[config.mk]
export PLATFORM = sky130hd
export DESIGN_NAME = saturating_mul_div_top
export DESIGN_NICKNAME = d
export VERILOG_FILES = /design/src/rtl/smd_pkg.sv /design/src/rtl/saturating_mul_div_top.sv
export SDC_FILE = /design/constraint.sdc
export NUM_CORES = 2
export LEC_CHECK = 0
export BUFFER_PORTS_ARGS = -buffer_cell sky130_fd_sc_hd__buf_2
export CAP_MARGIN = 20
export CORE_ASPECT_RATIO = 2
export CORE_MARGIN = 3
export CORE_UTILIZATION = 65
export CTS_CLUSTER_DIAMETER = 40
export DETAILED_ROUTE_END_ITERATION = 10
export GPL_TIMING_DRIVEN = 1
export PLACE_DENSITY = 0.93
export SKIP_LAST_GASP = 1
export SLEW_MARGIN = 25
export SYNTH_ARGS = -nofsm -noshare
export SYNTH_HDL_FRONTEND = slang
export SYNTH_SLANG_ARGS = --single-unit
[constraint.sdc]
create_clock -name i_clk -period 11.85 [get_ports i_clk]
set_input_delay 2.37 -clock i_clk [delete_from_list [all_inputs] [get_ports i_clk]]
set_output_delay 2.37 -clock i_clk [all_outputs]
set_load 0.03 [all_outputs]
[src/rtl/smd_pkg.sv]
// Types and constants of the saturating multiply-divide block.
`timescale 1ns / 1ps

package smd_pkg;

    // Operand and result width
    localparam int DATA_W = 16;
    localparam int PROD_W = 2 * DATA_W;
    // Quotient bits produced by the divider; a larger quotient saturates
    localparam int Q_W    = DATA_W + 1;

    localparam int MODE_W = 2;
    localparam logic [MODE_W-1:0] MODE_SIGNED   = 2'd0;
    localparam logic [MODE_W-1:0] MODE_UNSIGNED = 2'd1;
    localparam logic [MODE_W-1:0] MODE_ROUND    = 2'd2;
    localparam logic [MODE_W-1:0] MODE_RESERVED = 2'd3;

    // Saturation magnitudes
    localparam logic [DATA_W-1:0] UNS_MAX = 16'hFFFF;
    localparam logic [DATA_W-1:0] POS_MAX = 16'h7FFF;
    localparam logic [DATA_W-1:0] NEG_MAG = 16'h8000;

    // Divider layout: quotient bits resolved per stage, and stage counts
    localparam int DIV_BPS    = 4;
    localparam int DIV_STAGES = (Q_W + DIV_BPS - 1) / DIV_BPS;
    localparam int PRE_STAGES = 4;
    localparam int NUM_STAGES = PRE_STAGES + DIV_STAGES;

    // Everything one item carries down the pipeline
    typedef struct packed {
        logic              neg;
        logic              rnd;
        logic [DATA_W-1:0] lim;
        logic [DATA_W-1:0] ma;
        logic [DATA_W-1:0] mb;
        logic [DATA_W-1:0] mc;
        logic [PROD_W-1:0] prod;
        logic              ovf;
        logic              fzero;
        logic [DATA_W-1:0] rem;
        logic [Q_W-1:0]    dvd;
        logic [Q_W-1:0]    q;
    } t_smd_stage;

endpackage

[src/rtl/saturating_mul_div_top.sv]
// Channel | Dir | Handshake         | Fields
// in      | in  | i_valid / o_stall | i_mode, i_mult_a, i_mult_b, i_divisor
// out     | out | o_valid / i_stall | o_quotient
//
// One item per cycle while the output is not stalled. The pipeline ends in a
// restoring divider (17 quotient bits, 4 per stage) that sits behind stages for
// operand magnitude, multiply, rounding add and range check.
// Reset clears the valid bits only.
// A stall holds the output; each earlier stage still fills while it is empty.
`timescale 1ns / 1ps

module saturating_mul_div_top (
    input  logic                         i_clk,
    input  logic                         i_rst_n,
    input  logic                         i_valid,
    output logic                         o_stall,
    input  logic [smd_pkg::MODE_W-1:0]   i_mode,
    input  logic [smd_pkg::DATA_W-1:0]   i_mult_a,
    input  logic [smd_pkg::DATA_W-1:0]   i_mult_b,
    input  logic [smd_pkg::DATA_W-1:0]   i_divisor,
    output logic                         o_valid,
    input  logic                         i_stall,
    output logic [smd_pkg::DATA_W-1:0]   o_quotient
);
    import smd_pkg::*;

    localparam int NS = NUM_STAGES;

    t_smd_stage        r_d [NS];
    t_smd_stage        n_d [NS];
    logic [NS-1:0]     r_v;
    logic [NS-1:0]     n_v;
    logic [NS:0]       en;
    logic              r_ov;
    logic [DATA_W-1:0] r_quot;
    logic [DATA_W-1:0] n_quot;

    // Advance a stage when it is empty or the stage after it advances
    always_comb begin
        en[NS] = !r_ov || !i_stall;
        for (int k = NS - 1; k >= 0; k--) begin
            en[k] = !r_v[k] || en[k+1];
        end
    end

    assign o_stall = !en[0];
    assign n_v     = {r_v[NS-2:0], i_valid};

    // Stage 0: operand magnitudes, result sign and saturation limit
    always_comb begin
        logic v_sgn;
        v_sgn            = (i_mode == MODE_SIGNED);
        n_d[0]           = '0;
        n_d[0].neg       = v_sgn && (i_mult_a[DATA_W-1] ^ i_mult_b[DATA_W-1]
                                     ^ i_divisor[DATA_W-1]);
        n_d[0].rnd       = (i_mode == MODE_ROUND) || (i_mode == MODE_RESERVED);
        n_d[0].lim       = !v_sgn ? UNS_MAX : (n_d[0].neg ? NEG_MAG : POS_MAX);
        n_d[0].ma        = (v_sgn && i_mult_a[DATA_W-1]) ? (~i_mult_a + 1'b1) : i_mult_a;
        n_d[0].mb        = (v_sgn && i_mult_b[DATA_W-1]) ? (~i_mult_b + 1'b1) : i_mult_b;
        n_d[0].mc        = (v_sgn && i_divisor[DATA_W-1]) ? (~i_divisor + 1'b1) : i_divisor;
    end

    // Stage 1: magnitude product
    always_comb begin
        n_d[1]      = r_d[0];
        n_d[1].prod = PROD_W'(r_d[0].ma) * PROD_W'(r_d[0].mb);
    end

    // Stage 2: add half the divisor in round and reserved modes
    always_comb begin
        n_d[2]      = r_d[1];
        n_d[2].prod = r_d[1].prod + (r_d[1].rnd ? PROD_W'(r_d[1].mc >> 1) : '0);
    end

    // Stage 3: flag zero divisor and quotient overflow, load the divider
    always_comb begin
        logic v_czero;
        v_czero      = (r_d[2].mc == '0);
        n_d[3]       = r_d[2];
        n_d[3].fzero = v_czero && (r_d[2].prod == '0);
        n_d[3].ovf   = v_czero ? (r_d[2].prod != '0)
                               : (DATA_W'(r_d[2].prod[PROD_W-1:Q_W]) >= r_d[2].mc);
        n_d[3].rem   = DATA_W'(r_d[2].prod[PROD_W-1:Q_W]);
        n_d[3].dvd   = r_d[2].prod[Q_W-1:0];
        n_d[3].q     = '0;
    end

    // Divider stages: restoring steps, DIV_BPS quotient bits each
    for (genvar g = 0; g < DIV_STAGES; g++) begin : g_div
        always_comb begin
            logic [DATA_W:0] v_t;
            t_smd_stage      v_s;
            v_t = '0;
            v_s = r_d[PRE_STAGES+g-1];
            for (int j = 0; j < DIV_BPS; j++) begin
                if (g * DIV_BPS + j < Q_W) begin
                    v_t   = {v_s.rem, v_s.dvd[Q_W-1]};
                    v_s.dvd = {v_s.dvd[Q_W-2:0], 1'b0};
                    if (v_t >= {1'b0, v_s.mc}) begin
                        v_s.rem = DATA_W'(v_t - {1'b0, v_s.mc});
                        v_s.q   = {v_s.q[Q_W-2:0], 1'b1};
                    end else begin
                        v_s.rem = v_t[DATA_W-1:0];
                        v_s.q   = {v_s.q[Q_W-2:0], 1'b0};
                    end
                end
            end
            n_d[PRE_STAGES+g] = v_s;
        end
    end

    // Output stage: zero for a zero product over a zero divisor, else clip to the limit; restore the sign
    always_comb begin
        logic [DATA_W-1:0] v_mag;
        if (r_d[NS-1].fzero) begin
            v_mag = '0;
        end else if (r_d[NS-1].ovf || (r_d[NS-1].q > {1'b0, r_d[NS-1].lim})) begin
            v_mag = r_d[NS-1].lim;
        end else begin
            v_mag = r_d[NS-1].q[DATA_W-1:0];
        end
        n_quot = r_d[NS-1].neg ? (~v_mag + 1'b1) : v_mag;
    end

    // Pipeline valid bits
    always_ff @(posedge i_clk) begin
        if (!i_rst_n) begin
            r_v  <= '0;
            r_ov <= 1'b0;
        end else begin
            for (int k = 0; k < NS; k++) begin
                if (en[k]) begin
                    r_v[k] <= n_v[k];
                end
            end
            if (en[NS]) begin
                r_ov <= r_v[NS-1];
            end
        end
    end

    // Pipeline payload
    always_ff @(posedge i_clk) begin
        for (int k = 0; k < NS; k++) begin
            if (en[k]) begin
                r_d[k] <= n_d[k];
            end
        end
        if (en[NS]) begin
            r_quot <= n_quot;
        end
    end

    assign o_valid    = r_ov;
    assign o_quotient = r_quot;

endmodule

==> reports/qor.yml <==
floorplan:
  start_util: 0.657
  die_x_um: 183
  num_io_pins: 72
  dieArea_sq_mm: 0.0657
  coreArea_sq_mm: 0.0618
  placement_rows: 129
  die_height_um: 359
sta:
  rsz0062_at_grt: "no"
  post-route-period-util: 0.966
  clock_skew_ns: 0.0412
  finalHoldViolCount: 0
  setup_viol: 0
  fin_tns_setup_ns: 0
  layout_min_cycle_time_ns: 11.45
  drv_slew: 0
  tightest_slew_ns: 1.14
  slew_headroom: 0.231
  max_freq_ghz: 0.0873
run:
  drv_cap: 0
clocking:
  root_buffer: "clkbuf_16"
  cts.htree.levels: 2
  clk_latency_ns: 0.62
  clk_pin_slew_ns: 0.07
  cts_sinks: 472
  numCtsBuffers: 48
  cts_tree: "done"
  cts_buffer_depth: 3
synthesis:
  synth_area_sq_mm: 0.0406
  yosys.area_share.adder: 0.235
  synthesis.nets: 4684
  yosysWarnings: 0
  yosys.area_share.simple: 0.131
  synth_edf_count: 462
  async_flop_share: 0
  synth_area_leader_cell: "edfxtp_1"
  synthCells: 3993
  synthMuxAreaShare: 0.0377
  ys_seq_area_frac: 0.347
  synth_top_area_share: 0.342
  synth_compound_area_frac: 0.137
  synthTopCellsByCount: "edfxtp_1 (462), inv_1 (434), ha_1 (426)"
  ys_seq_elements: 472
  syn_area_per_cell_sq_um: 10.2
  synthTopCellsByArea: "edfxtp_1 (34%), ha_1 (13%), fa_1 (10%)"
  synth-xor-area-share: 0.0639
  synth_ff_type: "edfxtp_1"
  synth_most_common_cell: "edfxtp_1"
  synth_top_family_by_area: "adder cells"
  ys_types: 91
critical_path:
  cp_data_arrival_time_ns: 11.80
  reg2reg_slack_ns: 0.40
  crit_path_start: "r_d[0][842]$_DFFE_PP_"
  slowest_stage: "edfxtp_1"
  cp.depth: 50
  endpoint: "r_d[0][941]$_DFFE_PP_"
  r2r-start: "r_d[0][842]$_DFFE_PP_"
  endpoint_kind: "flop"
  regToRegEndpoint: "r_d[0][941]$_DFFE_PP_"
  crit_path_start_kind: "flop"
  path_buf_inv: 14
  r2r_cells: 50
  slowest_delay_ns: 0.47
  critical_path.max_fanout: 19
  crit_top_cell: "buf_4"
  critPathTopFamily: "compound AO/OA/AOI/OAI gates"
  crit_type: "reg -> reg"
  cp_data_required_time_ns: 12.20
run_status:
  outcome: "completed"
global_route:
  grt_pass1_wl_um: 194000
  grt_overflow: 0
  grt_util_all_layers: 0.391
  grt_pass1_vias: 35600
  grt_antenna_before_repair: 9
  grt_max_degree: 55
final_layout:
  drive_gt1_frac: 0.116
  syn2layout_area_growth_pct: 9.69
  fillCellCount: 4327
  multi_input_area_sq_mm: 0.0246
  regArea_sq_mm: 0.0141
  fin_nets: 4878
route:
  drtIter0Drc: 2614
  vias: 33200
  drtAntennaViolNets: 0
  routed_wl_um: 129000
  dr.pass1.iters: 7
  vias_per_cell: 6.61
  wire_per_inst_um: 25.7
  drc: 0
place:
  hpwlAfterDp_um: 100000
  place_congestion: 1.05
  portBuffers: 71
min_path:
  hp-class: "reg -> reg"
==> through the flow <==
stage	std cells	util	setup slack (ns)	hold slack, ns	area, sq um
after floorplan	3993	-	0.940	0.400	40600
after CTS	5011	0.720	0.432	0.412	44500
after global placement	4922	0.692	0.652	0.400	42800
after detailed placement	4922	0.693	0.507	0.405	42800
final	5017	0.720	0.401	0.410	44500
after global routing	5012	0.720	0.00513	0.418	44500
==> metal layers <==
| layer | track usage | routed length [um] | vias to the layer above |
|---|---|---|---|
| met3 | 0.101 | 8960 | 1080 |
| met4 | 0.467 | 20300 | 6 |
| li1 | - | - | 14500 |
| met2 | 0.700 | 65900 | 1935 |
| met1 | 0.300 | 33600 | 15600 |
| met5 | 0.00151 | 37 | - |
==> cell usage in the layout, fill, tap and decap left out, drive strengths merged, types with 114 or more instances in the layout <==
cell type  instances
mux2             116
a21oi            227
fa               211
a21o             114
xor2             114
nor2             191
ha               426
and2             140
xnor2            182
edfxtp           462
inv              445
o21ai            216
buf              224
nand2            377
==> state kept, by name, indices dropped and copies added (netlist names) <==
| register | flops |
|---|---|
| o_valid | 1 |
| o_quotient | 16 |
| r_d | 446 |
| r_v | 9 |
==> worst min-delay path by stage <==
stage	from	slack (ns)	cells after the start	end
after floorplan	r_d[0][896]$_DFFE_PP_	0.40	0	r_d[0][1046]$_DFFE_PP_
after global placement	r_d[0][1065]$_DFFE_PP_	0.40	0	r_d[0][1216]$_DFFE_PP_
after detailed placement	r_d[0][897]$_DFFE_PP_	0.40	0	r_d[0][1047]$_DFFE_PP_
after CTS	r_d[0][657]$_DFFE_PP_	0.41	0	r_d[0][807]$_DFFE_PP_
after global routing	r_d[0][657]$_DFFE_PP_	0.42	0	r_d[0][807]$_DFFE_PP_
final	r_d[0][512]$_DFFE_PP_	0.41	0	r_d[0][662]$_DFFE_PP_
==> timing repair <==
| action | 4_1_cts | 5_1_grt |
|---|---|---|
| setup buffers | 0 | 1 |
| hold endpoints to repair | 0 | 0 |
| resized for setup | 0 | 4 |
| hold buffers | 0 | 0 |
| endpoints found under the setup margin | 0 | 47 |
==> kinds of logic (layout without fill, tap and decap cells) <==
kind of cell / Yosys count / in the layout
AO/OA/AOI/OAI: 854 / 854
AND/OR/NAND/NOR: 1080 / 1080
adder cells (fa/ha/maj): 637 / 637
buffers and inverters: 522 / 755
other: 0 / 5
flip-flops: 472 / 472
XOR/XNOR: 296 / 296
multiplexers: 132 / 132
==> final cells by class <==
cell class,instances,share of cell area
Sequential cell,472,0.316
Multi-Input combinational cell,2999,0.552
Inverter,442,0.0373
Tap cell,786,0.0221
Antenna cell,5,0.000281
Clock inverter,37,0.00905
Clock buffer,52,0.0287
Timing Repair Buffer,224,0.0343
Power is not shown: default switching activity piles up to over one toggle a cycle in this logic, so the estimate is an artifact.
